### config.mk
export PLATFORM = sky130hd
export DESIGN_NAME = laser_heat_fan_off_delay
export DESIGN_NICKNAME = d
export VERILOG_FILES = /design/src/rtl/lhfod_pkg.sv /design/src/rtl/lhfod_divider.sv /design/src/rtl/lhfod_core.sv /design/src/rtl/laser_heat_fan_off_delay.sv
export VERILOG_INCLUDE_DIRS = /design/src /design/src/rtl
export SDC_FILE = /design/constraint.sdc
export NUM_CORES = 1
export LEC_CHECK = 0
export ABC_AREA = 0
export BUFFER_PORTS_ARGS = -buffer_cell sky130_fd_sc_hd__buf_2
export CORE_ASPECT_RATIO = 2
export CORE_MARGIN = 2
export CORE_UTILIZATION = 54
export DETAILED_ROUTE_END_ITERATION = 10
export PLACE_DENSITY = 0.8
export SYNTH_ARGS = -nofsm -noshare
export SYNTH_HDL_FRONTEND = slang
export SYNTH_SLANG_ARGS = --single-unit
### constraint.sdc
create_clock -name aclk -period 6.1 [get_ports aclk]
set_input_delay 1.22 -clock aclk [delete_from_list [all_inputs] [get_ports aclk]]
set_output_delay 1.22 -clock aclk [all_outputs]
set_load 0.02 [all_outputs]
### src/rtl/laser_heat_fan_off_delay_assert.svh
// Assertion macros for the laser heat and fan-off delay block.
// Used by the RTL modules that carry assertions; expects aclk and aresetn in scope.
`ifndef LASER_HEAT_FAN_OFF_DELAY_ASSERT_SVH
`define LASER_HEAT_FAN_OFF_DELAY_ASSERT_SVH

`ifndef SYNTHESIS

`define LHFOD_ASSERT(label, prop) \
    label: assert property (@(posedge aclk) disable iff (!aresetn) prop) \
        else $error("laser_heat_fan_off_delay: assertion failed");

`define LHFOD_ASSERT_NEXT(label, ante, cons) \
    label: assert property (@(posedge aclk) disable iff (!aresetn) (ante) |=> (cons)) \
        else $error("laser_heat_fan_off_delay: assertion failed");

`else

`define LHFOD_ASSERT(label, prop)

`define LHFOD_ASSERT_NEXT(label, ante, cons)

`endif

`endif

### src/rtl/lhfod_pkg.sv
// Package for the laser heat and fan-off delay block: types, codes and constants.
// No dependencies.
`default_nettype none

package lhfod_pkg;

    localparam int unsigned HEAT_PERIOD = 1000;
    localparam int unsigned DIV_BITS    = 32;
    localparam int unsigned DIV_CNT_W   = $clog2(DIV_BITS);
    localparam int unsigned PADDR_W     = 5;

    typedef enum logic [1:0] {
        ACT_TICK    = 2'd0,
        ACT_SPEED   = 2'd1,
        ACT_DISABLE = 2'd2,
        ACT_POLL    = 2'd3
    } action_t;

    typedef enum logic [2:0] {
        REG_FAN_DISSIPATION = 3'd0,
        REG_AIR_DISSIPATION = 3'd1,
        REG_HEAT_CAP        = 3'd2,
        REG_MIN_FAN_TIME    = 3'd3,
        REG_MAX_FAN_TIME    = 3'd4,
        REG_PIN_OFF_MODE    = 3'd5
    } reg_idx_t;

    typedef enum logic [3:0] {
        ST_IDLE,
        ST_TICK,
        ST_HEAT_ADD,
        ST_HEAT_SUB,
        ST_DIV,
        ST_CLAMP_LO,
        ST_CLAMP_HI,
        ST_POLL,
        ST_OUT
    } state_t;

    typedef struct packed {
        logic [15:0] fan_dissipation;
        logic [15:0] air_dissipation;
        logic [31:0] heat_cap;
        logic [31:0] min_fan_time;
        logic [31:0] max_fan_time;
        logic        pin_off_level_mode;
    } cfg_t;

    localparam cfg_t CFG_RESET = '{
        fan_dissipation:    16'd100,
        air_dissipation:    16'd20,
        heat_cap:           32'd1000000,
        min_fan_time:       32'd1000,
        max_fan_time:       32'd60000,
        pin_off_level_mode: 1'b1
    };

endpackage

`default_nettype wire

### src/rtl/lhfod_divider.sv
// Restoring divider, one quotient bit per cycle, 32-bit dividend by 16-bit divisor.
// Depends on lhfod_pkg and laser_heat_fan_off_delay_assert.svh.
`default_nettype none

module lhfod_divider (
    input  wire logic        aclk,
    input  wire logic        aresetn,
    input  wire logic        start,
    input  wire logic [31:0] dividend,
    input  wire logic [15:0] divisor,
    output logic             done,
    output logic [31:0]      quotient
);
    import lhfod_pkg::*;
    `include "laser_heat_fan_off_delay_assert.svh"

    logic                 busy_reg, busy_next;
    logic                 done_reg, done_next;
    logic [DIV_CNT_W-1:0] count_reg, count_next;
    logic [15:0]          rem_reg, rem_next;
    logic [31:0]          quot_reg, quot_next;
    logic [15:0]          divisor_reg, divisor_next;
    logic [16:0]          trial;
    logic [17:0]          diff;
    logic                 ge;

    always_ff @(posedge aclk) begin
        if (!aresetn) begin
            busy_reg  <= 1'b0;
            done_reg  <= 1'b0;
            count_reg <= '0;
        end else begin
            busy_reg  <= busy_next;
            done_reg  <= done_next;
            count_reg <= count_next;
        end
        rem_reg     <= rem_next;
        quot_reg    <= quot_next;
        divisor_reg <= divisor_next;
    end

    always_comb begin
        trial        = {rem_reg, quot_reg[31]};
        diff         = {1'b0, trial} - {2'b00, divisor_reg};
        ge           = !diff[17];
        busy_next    = busy_reg;
        done_next    = 1'b0;
        count_next   = count_reg;
        rem_next     = rem_reg;
        quot_next    = quot_reg;
        divisor_next = divisor_reg;
        if (start) begin
            busy_next    = 1'b1;
            count_next   = DIV_CNT_W'(DIV_BITS - 1);
            rem_next     = '0;
            quot_next    = dividend;
            divisor_next = divisor;
        end else if (busy_reg) begin
            rem_next  = ge ? diff[15:0] : trial[15:0];
            quot_next = {quot_reg[30:0], ge};
            if (count_reg == '0) begin
                busy_next = 1'b0;
                done_next = 1'b1;
            end else begin
                count_next = count_reg - 1'b1;
            end
        end
    end

    assign done     = done_reg;
    assign quotient = quot_reg;

    `LHFOD_ASSERT(a_no_restart_while_busy, start |-> !busy_reg)
    `LHFOD_ASSERT(a_done_after_last_step, done_reg |-> $past(busy_reg) && $past(count_reg) == '0)
    `LHFOD_ASSERT_NEXT(a_done_single_pulse, done_reg, !done_reg && !busy_reg)

endmodule

`default_nettype wire

### src/rtl/lhfod_core.sv
// Sequencer and state of the heat tracker: tick clock, heat update, delay and poll.
// Depends on lhfod_pkg, lhfod_divider and laser_heat_fan_off_delay_assert.svh.
`default_nettype none

module lhfod_core (
    input  wire logic          aclk,
    input  wire logic          aresetn,
    input  wire lhfod_pkg::cfg_t cfg,
    input  wire logic          s_valid,
    output logic               s_ready,
    input  wire logic [1:0]    s_action,
    input  wire logic [15:0]   s_speed,
    input  wire logic          s_disable_status,
    input  wire logic          s_pin_enabled,
    output logic               m_valid,
    input  wire logic          m_ready,
    output logic               m_stop_done,
    output logic               m_pin_write,
    output logic               m_pin_level,
    output logic [31:0]        m_heat_now,
    output logic [31:0]        m_delay_now
);
    import lhfod_pkg::*;
    `include "laser_heat_fan_off_delay_assert.svh"

    state_t      state_reg, state_next;
    logic [31:0] tick_reg, tick_next;
    logic [31:0] last_heat_reg, last_heat_next;
    logic [31:0] stamp_reg, stamp_next;
    logic        flag_reg, flag_next;
    logic [31:0] heat_reg, heat_next;
    logic [31:0] delay_reg, delay_next;
    logic [15:0] speed_reg, speed_next;
    logic        pin_on_reg, pin_on_next;
    logic        done_reg, done_next;
    logic        pwrite_reg, pwrite_next;
    logic        plevel_reg, plevel_next;
    logic [31:0] quot_reg, quot_next;
    logic        m_valid_reg, m_valid_next;
    logic        m_stop_done_reg, m_stop_done_next;
    logic        m_pin_write_reg, m_pin_write_next;
    logic        m_pin_level_reg, m_pin_level_next;
    logic [31:0] m_heat_now_reg, m_heat_now_next;
    logic [31:0] m_delay_now_reg, m_delay_now_next;

    logic        div_start;
    logic        div_done;
    logic [31:0] div_quot;
    logic [31:0] elapsed;
    logic [32:0] heat_sum;
    logic [31:0] dissipation;

    lhfod_divider u_divider (
        .aclk     (aclk),
        .aresetn  (aresetn),
        .start    (div_start),
        .dividend (heat_reg),
        .divisor  (cfg.fan_dissipation),
        .done     (div_done),
        .quotient (div_quot)
    );

    always_ff @(posedge aclk) begin
        if (!aresetn) begin
            state_reg     <= ST_IDLE;
            tick_reg      <= '0;
            last_heat_reg <= '0;
            stamp_reg     <= '0;
            flag_reg      <= 1'b0;
            heat_reg      <= '0;
            delay_reg     <= '0;
            speed_reg     <= '0;
            m_valid_reg   <= 1'b0;
        end else begin
            state_reg     <= state_next;
            tick_reg      <= tick_next;
            last_heat_reg <= last_heat_next;
            stamp_reg     <= stamp_next;
            flag_reg      <= flag_next;
            heat_reg      <= heat_next;
            delay_reg     <= delay_next;
            speed_reg     <= speed_next;
            m_valid_reg   <= m_valid_next;
        end
        pin_on_reg      <= pin_on_next;
        done_reg        <= done_next;
        pwrite_reg      <= pwrite_next;
        plevel_reg      <= plevel_next;
        quot_reg        <= quot_next;
        m_stop_done_reg <= m_stop_done_next;
        m_pin_write_reg <= m_pin_write_next;
        m_pin_level_reg <= m_pin_level_next;
        m_heat_now_reg  <= m_heat_now_next;
        m_delay_now_reg <= m_delay_now_next;
    end

    always_comb begin
        state_next       = state_reg;
        tick_next        = tick_reg;
        last_heat_next   = last_heat_reg;
        stamp_next       = stamp_reg;
        flag_next        = flag_reg;
        heat_next        = heat_reg;
        delay_next       = delay_reg;
        speed_next       = speed_reg;
        pin_on_next      = pin_on_reg;
        done_next        = done_reg;
        pwrite_next      = pwrite_reg;
        plevel_next      = plevel_reg;
        quot_next        = quot_reg;
        m_valid_next     = m_valid_reg && !m_ready;
        m_stop_done_next = m_stop_done_reg;
        m_pin_write_next = m_pin_write_reg;
        m_pin_level_next = m_pin_level_reg;
        m_heat_now_next  = m_heat_now_reg;
        m_delay_now_next = m_delay_now_reg;
        s_ready          = 1'b0;
        div_start        = 1'b0;
        elapsed          = '0;
        heat_sum         = '0;
        dissipation      = '0;

        case (state_reg)
            ST_IDLE: begin
                s_ready = 1'b1;
                if (s_valid) begin
                    done_next   = 1'b0;
                    pwrite_next = 1'b0;
                    plevel_next = 1'b0;
                    case (s_action)
                        ACT_TICK: begin
                            tick_next   = tick_reg + 32'd1;
                            pin_on_next = s_pin_enabled;
                            state_next  = ST_TICK;
                        end
                        ACT_SPEED: begin
                            speed_next = s_speed;
                            stamp_next = tick_reg;
                            state_next = ST_OUT;
                        end
                        ACT_DISABLE: begin
                            flag_next  = s_disable_status;
                            stamp_next = tick_reg;
                            if (!s_disable_status) begin
                                state_next = ST_OUT;
                            end else if (cfg.fan_dissipation == '0) begin
                                quot_next  = '1;
                                state_next = ST_CLAMP_LO;
                            end else begin
                                div_start  = 1'b1;
                                state_next = ST_DIV;
                            end
                        end
                        ACT_POLL: begin
                            state_next = ST_POLL;
                        end
                        default: begin
                            state_next = ST_OUT;
                        end
                    endcase
                end
            end
            ST_TICK: begin
                elapsed = tick_reg - last_heat_reg;
                if (elapsed >= 32'(HEAT_PERIOD)) begin
                    last_heat_next = tick_reg;
                    state_next     = ST_HEAT_ADD;
                end else begin
                    state_next = ST_OUT;
                end
            end
            ST_HEAT_ADD: begin
                heat_sum = {1'b0, heat_reg} + {17'd0, speed_reg};
                if (pin_on_reg && (heat_reg < cfg.heat_cap)) begin
                    heat_next = heat_sum[32] ? '1 : heat_sum[31:0];
                end
                state_next = ST_HEAT_SUB;
            end
            ST_HEAT_SUB: begin
                dissipation = pin_on_reg ? {16'd0, cfg.fan_dissipation}
                                         : {16'd0, cfg.air_dissipation};
                if (heat_reg >= dissipation) begin
                    heat_next = heat_reg - dissipation;
                end
                state_next = ST_OUT;
            end
            ST_DIV: begin
                if (div_done) begin
                    quot_next  = div_quot;
                    state_next = ST_CLAMP_LO;
                end
            end
            ST_CLAMP_LO: begin
                if (quot_reg < cfg.min_fan_time) begin
                    quot_next = cfg.min_fan_time;
                end
                state_next = ST_CLAMP_HI;
            end
            ST_CLAMP_HI: begin
                delay_next = (quot_reg > cfg.max_fan_time) ? cfg.max_fan_time : quot_reg;
                state_next = ST_OUT;
            end
            ST_POLL: begin
                elapsed   = tick_reg - stamp_reg;
                done_next = 1'b1;
                if (flag_reg) begin
                    if (elapsed > delay_reg) begin
                        flag_next   = 1'b0;
                        heat_next   = '0;
                        pwrite_next = 1'b1;
                        plevel_next = !cfg.pin_off_level_mode;
                    end else begin
                        done_next = 1'b0;
                    end
                end
                state_next = ST_OUT;
            end
            ST_OUT: begin
                if (!m_valid_reg || m_ready) begin
                    m_valid_next     = 1'b1;
                    m_stop_done_next = done_reg;
                    m_pin_write_next = pwrite_reg;
                    m_pin_level_next = plevel_reg;
                    m_heat_now_next  = heat_reg;
                    m_delay_now_next = delay_reg;
                    state_next       = ST_IDLE;
                end
            end
            default: begin
                state_next = ST_IDLE;
            end
        endcase
    end

    assign m_valid     = m_valid_reg;
    assign m_stop_done = m_stop_done_reg;
    assign m_pin_write = m_pin_write_reg;
    assign m_pin_level = m_pin_level_reg;
    assign m_heat_now  = m_heat_now_reg;
    assign m_delay_now = m_delay_now_reg;

    `LHFOD_ASSERT_NEXT(a_accept_leaves_idle, s_valid && s_ready, state_reg != ST_IDLE)
    `LHFOD_ASSERT_NEXT(a_div_start_enters_div, div_start, state_reg == ST_DIV)
    `LHFOD_ASSERT(a_pin_write_implies_done, m_valid_reg && m_pin_write_reg |-> m_stop_done_reg)

endmodule

`default_nettype wire

### src/rtl/laser_heat_fan_off_delay.sv
// Top level of the laser heat and fan-off delay block: configuration registers and core.
// Depends on lhfod_pkg, lhfod_core and lhfod_divider.
//
// Usage: one transaction on the s_ channel carries an action (tick, speed update,
// disable flag write or poll) and gives exactly one result transaction on the m_ channel
// with the poll answer, an optional enable pin drive, the heat and the fan-off delay.
// The block takes one transaction at a time and holds s_ready low while it works.
// A speed update or a cleared disable flag goes straight to the output register; a poll
// passes the poll state first, a tick the tick state and, when a heat update falls due,
// the heat add and subtract states. Setting the disable flag runs the restoring divider,
// one quotient bit per cycle, then the low and high clamp states (no divider with a zero
// fan dissipation); the divider loop sets the worst case; s_ready rises with m_valid.
// The result sits in an output register, so a new transaction is accepted while the
// previous result still waits; if the receiver stalls, the next result waits in the
// sequencer and s_ready stays low until the output register frees.
// The APB port writes the six configuration registers at byte addresses 0 to 20.
// Reset is synchronous and active low; it clears the sequencer state, the tick counter
// and the heat, empties the result register and loads the configuration defaults.
`default_nettype none

module laser_heat_fan_off_delay (
    input  wire logic                          aclk,
    input  wire logic                          aresetn,
    input  wire logic                          psel,
    input  wire logic                          penable,
    input  wire logic                          pwrite,
    input  wire logic [lhfod_pkg::PADDR_W-1:0] paddr,
    input  wire logic [31:0]                   pwdata,
    output logic [31:0]                        prdata,
    output logic                               pready,
    input  wire logic                          s_valid,
    output logic                               s_ready,
    input  wire logic [1:0]                    s_action,
    input  wire logic [15:0]                   s_speed,
    input  wire logic                          s_disable_status,
    input  wire logic                          s_pin_enabled,
    output logic                               m_valid,
    input  wire logic                          m_ready,
    output logic                               m_stop_done,
    output logic                               m_pin_write,
    output logic                               m_pin_level,
    output logic [31:0]                        m_heat_now,
    output logic [31:0]                        m_delay_now
);
    import lhfod_pkg::*;

    cfg_t       cfg_reg, cfg_next;
    logic       wr_en;
    logic [2:0] reg_sel;

    assign pready  = 1'b1;
    assign wr_en   = psel && penable && pwrite;
    assign reg_sel = paddr[PADDR_W-1:2];

    always_ff @(posedge aclk) begin
        if (!aresetn) begin
            cfg_reg <= CFG_RESET;
        end else begin
            cfg_reg <= cfg_next;
        end
    end

    always_comb begin
        cfg_next = cfg_reg;
        if (wr_en) begin
            case (reg_sel)
                REG_FAN_DISSIPATION: cfg_next.fan_dissipation    = pwdata[15:0];
                REG_AIR_DISSIPATION: cfg_next.air_dissipation    = pwdata[15:0];
                REG_HEAT_CAP:        cfg_next.heat_cap           = pwdata;
                REG_MIN_FAN_TIME:    cfg_next.min_fan_time       = pwdata;
                REG_MAX_FAN_TIME:    cfg_next.max_fan_time       = pwdata;
                REG_PIN_OFF_MODE:    cfg_next.pin_off_level_mode = pwdata[0];
                default: begin
                    cfg_next = cfg_reg;
                end
            endcase
        end
    end

    always_comb begin
        case (reg_sel)
            REG_FAN_DISSIPATION: prdata = {16'd0, cfg_reg.fan_dissipation};
            REG_AIR_DISSIPATION: prdata = {16'd0, cfg_reg.air_dissipation};
            REG_HEAT_CAP:        prdata = cfg_reg.heat_cap;
            REG_MIN_FAN_TIME:    prdata = cfg_reg.min_fan_time;
            REG_MAX_FAN_TIME:    prdata = cfg_reg.max_fan_time;
            REG_PIN_OFF_MODE:    prdata = {31'd0, cfg_reg.pin_off_level_mode};
            default:             prdata = '0;
        endcase
    end

    lhfod_core u_core (
        .aclk             (aclk),
        .aresetn          (aresetn),
        .cfg              (cfg_reg),
        .s_valid          (s_valid),
        .s_ready          (s_ready),
        .s_action         (s_action),
        .s_speed          (s_speed),
        .s_disable_status (s_disable_status),
        .s_pin_enabled    (s_pin_enabled),
        .m_valid          (m_valid),
        .m_ready          (m_ready),
        .m_stop_done      (m_stop_done),
        .m_pin_write      (m_pin_write),
        .m_pin_level      (m_pin_level),
        .m_heat_now       (m_heat_now),
        .m_delay_now      (m_delay_now)
    );

endmodule

`default_nettype wire
==> metrics.md, run 1 <==
| Metric | Value |
|---|---|
| Remaining antenna violation count | `0` |
| Max VDD drop | `0.000302 V` |
| Vias in the first global route | `25.3k` |
| Initial Utilization | `54.4%` |
| Async SR Flop Fraction | `0%` |
| CP max FO | `11` |
| DP HPWL | `65800 um` |
| Placed Area | `0.0303 sq mm` |
| Max Root-Sink Buffers | `3` |
| Pwr per Cell Area | `293 mW/mm^2` |
| # port buffers | `162` |
| Htree depth | `2` |
| RSZ-0062 raised after global routing | `false` |
| Die area | `between 0.05 and 0.06 sq mm` |
| GRT overflow | `0` |
| Worst Hold Class | `reg -> reg` |
| Synthesized area | `0.0290 sq mm` |
| WP data required | `6.62 ns` |
| Clock Latency Late Sink | `a little under 0.6 ns` |
| Post-cts gate resize count | `0` |
| Syn_nets | `3729` |
| WL per Instance | `20.8 um` |
| Via density | `around 6` |
| WP data arrival | `6.22 ns` |
| First drt pass iteration count | `6` |
| WS Path Type | `reg -> reg` |
| EDFF count, synth | `between 150 and 200` |
| Height of the chip | `332 um` |
| First-pass GRT wire length | `roughly 140000 um` |
| Gpl congestion | `0.984` |
| Max-Cap Viols | `0` |
| Synth Instances | `3416` |
| Setup TNS | `0 ns` |
| # IOs | `between 150 and 200` |
| Number of flip-flops in the largest register | `129` |
| Seq/Total Area, Yosys | `38.7%` |
| CTS tree | `built` |
| Detailed router's first-iteration violation count | `1924` |
| Rows | `between 100 and 150` |
| Top_reg_cell synth | `dfxtp_1` |
| Placed Instances | `4118` |
| Slew HR | `17.6%` |
| # nets final | `3806` |
| Largest net degree at the start of global routing | `135` |
| Fin. Hold Viols | `0` |
| Area growth syn-to-layout | `9.64%` |
| Top cells by count, synth | `560 x nand2_1, 367 x a21oi_1, 334 x dfxtp_1` |
| Fin crit share | `93.3%` |
| Fmax | `0.176 GHz` |
| Vias after detailed routing | `25.8k` |
| Finish-stage setup viols | `0` |
| Fillers | `4625` |
| CTS buffer count | `44` |
| Residual DRC count | `0` |
| Leakage | `12.6 nW` |
| Horiz. Die Dim | `168 um` |
| Core Box Area | `roughly 0.053 sq mm` |
| Synth unique cells | `83` |
| Multi-input logic area | `~0.016 sq mm` |
| Average size of a mapped cell | `8.49 sq um` |
| Yosys warns | `0` |
| Crit. End Element | `flip-flop` |
| Clock slew at reported path FFs | `0.07 ns` |
| Period minus WS final | `5.69 ns` |
| Cell area after layout | `0.0318 sq mm` |
| Final Skew | `0.0174 ns` |
| Register bit total from synthesis | `485` |
| Top-count cell post-synth | `nand2_1` |
| Initial antenna violation count | `7` |
| Total power | `0.00930 W` |
| Non-filler instance count after layout | `4204` |
| # Post-CTS Setup Buffers | `0` |
| Outcome | `completed` |
| Tightest Pin Transition | `1.23 ns` |
| Total global-route track usage | `30.8%` |
| Synth top area share | `between 20% and 30%` |
| Ranking of synthesized cells by area | `dfxtp_1 23%, edfxtp_1 16%, ha_1 11%` |
| CP Launch Type | `flip-flop` |
| Register area | `0.0112 sq mm` |
| Drt total wl | `87500 um` |
| Max-slew violation count | `0` |
| CTS root buffer | `clkbuf_16` |
| Clk sinks | `485` |
| Share of post-route cells with drive strength above 1 | `9.58%` |
| Post-CTS Hold Buffers | `0` |
| Yosys top cell by area | `dfxtp_1` |
metrics by stage:
step / utilization (%) / setup WS (ns) / hold slack, ns
after floorplan: - / 1.05 / 0.400
after global placement: 56.9 / 0.423 / 0.403
after detailed placement: 56.9 / 0.310 / 0.407
after CTS: 59.6 / 0.280 / 0.412
after global routing: 59.6 / 0.0865 / 0.422
final: 59.6 / 0.406 / 0.408
cell usage in the layout (no fill, tap or decap), types with 7 or more instances in the layout:
| cell type | n |
|---|---|
| nand2_1 | 560 |
| o211ai_1 | 37 |
| buf_2 | 161 |
| a21oi_1 | 366 |
| o21ai_0 | 197 |
| o221ai_1 | 7 |
| clkbuf_1 | 12 |
| a211oi_1 | 21 |
| clkbuf_16 | 45 |
| mux2_2 | 34 |
| buf_4 | 39 |
| nor3_1 | 38 |
| clkbuf_8 | 7 |
| a22oi_1 | 20 |
| o22ai_1 | 26 |
| nor4_1 | 19 |
| nand2b_1 | 24 |
| mux2i_1 | 126 |
| inv_1 | 252 |
| a31oi_1 | 17 |
| o21a_1 | 33 |
| and2_1 | 10 |
| nand4_1 | 52 |
| o31ai_1 | 7 |
| o22a_1 | 31 |
| a21boi_0 | 8 |
| a21o_1 | 78 |
| nand3_1 | 53 |
| or2_2 | 11 |
| dfxtp_1 | 334 |
| xor2_1 | 47 |
| edfxtp_1 | 151 |
| and3_1 | 25 |
| or3_1 | 28 |
| xnor2_1 | 56 |
| a2111oi_0 | 7 |
| o21bai_1 | 12 |
| ha_1 | 244 |
| nor2b_1 | 30 |
| nor2_1 | 177 |
critical path, cell delays in order, from the launching register on:
cell,delay [ns]
dfxtp_1,0.36
inv_1,0.12
ha_1,0.19
inv_1,0.06
fa_1,0.43
a211oi_2,0.28
o21ai_0,0.22
a22o_1,0.28
nand3_1,0.13
a31o_2,0.20
a2111oi_0,0.11
buf_4,0.16
o31ai_2,0.28
a31oi_1,0.17
a21o_1,0.20
a21oi_1,0.16
xnor2_1,0.09
ha_1,0.30
nand4_1,0.10
nor2_1,0.25
o21a_1,0.19
o2111a_1,0.25
o22a_1,0.23
clkinvlp_4,0.32
a2111oi_0,0.38
o21a_1,0.15
power by group:
part	switching, W	total [W]	internal, W
sequential	0.000236	0.00391	0.00368
clock	0.00129	0.00283	0.00154
combinational	0.00164	0.00256	0.000915
total	0.00317	0.00930	0.00614
path summary, 6_finish.rpt:
kind	from	end	slack, ns	depth (start not counted)
worst max-delay path	u_core.tick_reg[0]$_SDFFE_PN0P_	u_core.heat_reg[16]$_SDFFE_PN0P_	0.41	25
worst min-delay path	u_core.plevel_reg$_SDFFCE_PN0P_	u_core.m_pin_level$_DFFE_PP_	0.41	0
worst max register to register	u_core.tick_reg[0]$_SDFFE_PN0P_	u_core.heat_reg[16]$_SDFFE_PN0P_	0.41	25
worst min register to register	u_core.plevel_reg$_SDFFCE_PN0P_	u_core.m_pin_level$_DFFE_PP_	0.41	0
area by class of cell:
cell class	instances	area share (%)
Timing Repair Buffer	200	3.46
Sequential cell	485	35.3
Tap cell	671	2.64
Inverter	254	3.03
Clock inverter	16	0.500
Multi-Input combinational cell	2508	51.0
Antenna cell	6	0.0472
Clock buffer	64	3.99
layer usage:
metal | vias to the layer above | global-route usage [%] | wire [um]
met5 | - | 0 | 9
met4 | 2 | 23.8 | 7290
met3 | 360 | 3.74 | 4850
met2 | 1072 | 57.1 | 45300
met1 | 12100 | 30.8 | 30100
li1 | 12200 | - | -
logic make-up after synthesis:
family                   Yosys count  share of synthesized area [%]
adder cells (fa/ha/maj)          249                           10.9
other                              1                         0.0129
multiplexers                     160                           5.67
AO/OA/AOI/OAI                    939                           19.8
AND/OR/NAND/NOR                 1056                           16.2
buffers and inverters            423                           5.61
XOR/XNOR                         103                           3.11
flip-flops                       485                           38.7
(Power assumes the default switching activity.)
==> inputs of run 2 (changes only) <==
--- a/config.mk
+++ b/config.mk
@@ -10,9 +10,9 @@
 export BUFFER_PORTS_ARGS = -buffer_cell sky130_fd_sc_hd__buf_2
 export CORE_ASPECT_RATIO = 2
 export CORE_MARGIN = 2
-export CORE_UTILIZATION = 54
+export CORE_UTILIZATION = 62
 export DETAILED_ROUTE_END_ITERATION = 10
-export PLACE_DENSITY = 0.8
+export PLACE_DENSITY = 0.89
 export SYNTH_ARGS = -nofsm -noshare
 export SYNTH_HDL_FRONTEND = slang
 export SYNTH_SLANG_ARGS = --single-unit
==> run 2 against run 1 <==
Wire length fell by 3.9%. Maximum frequency rose by 1.4%. Via count rose by 2.6%. Combinational power is 3% lower. Flip-flop and latch count did not move. Worst hold slack gained 0.034 ns. Power rose by 0.66%. Critical path type unchanged.
==> metrics.md, run 2 (same netlist as run 1, synthesis figures left out) <==
| Metric | Value |
|---|---|
| RR Startpoint | `u_core.tick_reg[1]$_SDFFE_PN0P_ (was u_core.tick_reg[0]$_SDFFE_PN0P_)` |
| Commonest non-fill, non-tap cell in the layout | `nand2_1 (unchanged)` |
| Initial Utilization | `62.5% (was 54.4%)` |
| CTS root buffer | `clkbuf_16 (unchanged)` |
| DP HPWL | `60700 um (was 65800 um)` |
| Int Power | `0.00625 W (was 0.00614 W)` |
| Max-Cap Viols | `0 (unchanged)` |
| Number of flip-flops in the largest register | `129 (unchanged)` |
| Slew HR | `15.1% (was 17.6%)` |
| Total power | `0.00936 W (was 0.00930 W)` |
| Ant diodes | `0 (was 6)` |
| Height of the chip | `310 um (was 332 um)` |
| Htree depth | `2 (unchanged)` |
| WP data arrival | `6.08 ns (was 6.22 ns)` |
| Final Skew | `0.0238 ns (was 0.0174 ns)` |
| Residual DRC count | `0 (unchanged)` |
| R2R cell count | `23 (was 25)` |
| # nets final | `3801 (was 3806)` |
| Outcome | `completed (unchanged)` |
| Clock Latency Late Sink | `0.58 ns (about the same)` |
| Horiz. Die Dim | `157 um (was 168 um)` |
| Clock share of power | `31.4% (was 30.4%)` |
| RSZ-0062 raised after global routing | `false (unchanged)` |
| Placed Area | `0.0302 sq mm (was 0.0303 sq mm)` |
| Period minus WS final | `5.61 ns (was 5.69 ns)` |
| Via density | `6.37 (was 6.13)` |
| Sw frac | `33.3% (was 34.0%)` |
| Comb pwr share | `26.4% (was 27.5%)` |
| Vias after detailed routing | `26.4k (was 25.8k)` |
| Die area | `0.0486 sq mm (was 0.0557 sq mm)` |
| Metal2 WL | `37800 um (was 45300 um)` |
| CP max FO | `11 (unchanged)` |
| Rows | `112 (was 120)` |
| Remaining antenna violation count | `0 (unchanged)` |
| Worst Hold Class | `reg -> reg (unchanged)` |
| Share of post-route cells with drive strength above 1 | `9.45% (was 9.58%)` |
| HP Start | `u_core.done_reg$_SDFFCE_PN0P_ (was u_core.plevel_reg$_SDFFCE_PN0P_)` |
| CTS buffer count | `44 (unchanged)` |
| Max-slew violation count | `0 (unchanged)` |
| Net Sw Power | `0.00312 W (was 0.00317 W)` |
| Max Root-Sink Buffers | `3 (unchanged)` |
| Fin crit share | `92.0% (was 93.3%)` |
| Clock slew at reported path FFs | `0.07 ns (about the same)` |
| Flop pwr share | `42.1% (about the same)` |
| M1 WL | `32500 um (was 30100 um)` |
| R2R setup slack | `0.49 ns (was 0.41 ns)` |
| CP Launch Type | `flip-flop (unchanged)` |
| Clk sinks | `485 (unchanged)` |
| First drt pass iteration count | `8 (was 6)` |
| Fin. Hold Viols | `0 (unchanged)` |
| WP data required | `6.57 ns (was 6.62 ns)` |
| Cell area after layout | `0.0318 sq mm (about the same)` |
| Hold EP | `u_core.m_stop_done$_DFFE_PP_ (was u_core.m_pin_level$_DFFE_PP_)` |
| CTS tree | `built (unchanged)` |
| Total global-route track usage | `34.2% (was 30.8%)` |
| Tightest Pin Transition | `1.27 ns (was 1.23 ns)` |
| Fmax | `0.178 GHz (was 0.176 GHz)` |
| CP max stage delay | `0.51 ns (was 0.43 ns)` |
| Area growth syn-to-layout | `9.53% (was 9.64%)` |
| Gpl congestion | `0.959 (was 0.984)` |
| Largest net degree at the start of global routing | `80 (was 135)` |
| WL per Instance | `20.3 um (was 20.8 um)` |
| # IOs | `166 (unchanged)` |
| Worst r2r dst | `u_core.heat_reg[25]$_SDFFE_PN0P_ (was u_core.heat_reg[16]$_SDFFE_PN0P_)` |
| Most frequent cells in the layout | `560 x nand2_1, 366 x a21oi_1, 334 x dfxtp_1 (unchanged)` |
| # port buffers | `162 (unchanged)` |
| Leakage | `12.6 nW (about the same)` |
| Setup TNS | `0 ns (unchanged)` |
| CP max stage cell | `dfxtp_1 (was fa_1)` |
| First-pass GRT wire length | `132000 um (was 135000 um)` |
| Initial antenna violation count | `1 (was 7)` |
| Setup ws final | `0.487 ns (was 0.406 ns)` |
| Vias in the first global route | `25.2k (was 25.3k)` |
| Top layer in use | `met5 (unchanged)` |
| WS Path Type | `reg -> reg (unchanged)` |
| Crit path top cell by count | `a21oi_1` |
| Detailed router's first-iteration violation count | `2721 (was 1924)` |
| Worst-path cell chain | `ha_1, nor2b_1, o21ai_0, a21boi_0, o211a_1, o2111ai_1, a21boi_0, o21a_1, o21ai_0, nand2b_1, a21oi_1, xnor2_1, ha_1, or4_1, a21oi_1, or3_1, a31oi_1, o21a_1, o2111a_1, o22a_1, inv_1, a21oi_1, o211a_1` |
| Min-Delay Path Depth | `0 (unchanged)` |
| Max VDD drop | `0.000300 V (was 0.000302 V)` |
| Finish-stage setup viols | `0 (unchanged)` |
| Met3 wire len | `8800 um (was 4850 um)` |
| Crit. End Element | `flip-flop (unchanged)` |
| Place WS | `0.579 ns (was 0.310 ns)` |
| Drt total wl | `84100 um (was 87500 um)` |
| Core Box Area | `0.0464 sq mm (was 0.0533 sq mm)` |
| Pwr per Cell Area | `295 mW/mm^2 (was 293 mW/mm^2)` |
| GRT overflow | `0 (unchanged)` |
==> run 2: changes by cell type in the layout (fill, tap and decap cells not counted), sizes merged <==
cell      change
diode         -6
clkbuf        -6
bufinv        +3
clkinv        +3
clkinvlp      +2
buf           -5
==> run 2: worst max-delay path, delay by kind of cell, from the launching register on <==
kind                       cells  cell delay [ns]
AOI/OAI and AO/OA             15             3.18
and+or+nand+nor                4             0.86
adders and majority gates      2             0.53
DFF                            1             0.51
buffers and inverters          1             0.33
xor gates and xnor gates       1             0.11
==> run 2: worst max path at each step <==
stage,cells after the start,slack (ns),from,end
after floorplan,6,1.05,s_action[0],u_core.quot_reg[0]$_DFFE_PP_
after global placement,26,0.75,u_core.tick_reg[0]$_SDFFE_PN0P_,u_core.heat_reg[19]$_SDFFE_PN0P_
after detailed placement,26,0.58,u_core.tick_reg[0]$_SDFFE_PN0P_,u_core.heat_reg[19]$_SDFFE_PN0P_
after CTS,26,0.52,u_core.tick_reg[0]$_SDFFE_PN0P_,u_core.heat_reg[19]$_SDFFE_PN0P_
after global routing,26,0.05,u_core.tick_reg[0]$_SDFFE_PN0P_,u_core.heat_reg[17]$_SDFFE_PN0P_
final,23,0.49,u_core.tick_reg[1]$_SDFFE_PN0P_,u_core.heat_reg[25]$_SDFFE_PN0P_
==> run 2: per-layer routing <==
metal / track usage, % / vias up
met5: 0 / -
li1: - / 12200
met1: 44.2 / 12400
met4: 18.9 / 2
met2: 54.2 / 1517
met3: 5.73 / 329
==> run 2: cell type report <==
class | instances | area, sq um
Multi-Input combinational cell | 2508 | 16200
Clock buffer | 58 | 1250
Sequential cell | 485 | 11200
Fill cell | 3606 | 14600
Clock inverter | 24 | 275
Timing Repair Buffer | 195 | 1060
Tap cell | 627 | 785
Inverter | 254 | 958
==> run 2: per-stage QoR <==
stage / hold WS [ns] / std cells / utilization, %
2_1_floorplan: 0.400 / 3416 / -
3_3_place_gp: 0.426 / 4069 / 65.2
3_5_place_dp: 0.411 / 4069 / 65.2
4_1_cts: 0.444 / 4151 / 68.5
5_1_grt: 0.455 / 4151 / 68.5
6_report: 0.442 / 4151 / 68.5
==> run 2: power groups by stage <==
stage | sequential, W | clock, W | combinational, W
finish | 0.00394 | 0.00294 | 0.00248
CTS | 0.00393 | 0.00295 | 0.00243
global route | 0.00396 | 0.00307 | 0.00271
detailed placement | 0.00400 | 0 | 0.00240
floorplan | 0.00402 | 0 | 0.00166
global placement | 0.00400 | 0 | 0.00232
==> run 2: what timing repair did <==
action / CTS / global route
setup buffers: 0 / 0
gates resized for setup: 0 / 1
hold buffers: 0 / 0
endpoints found under the setup margin: 0 / 2
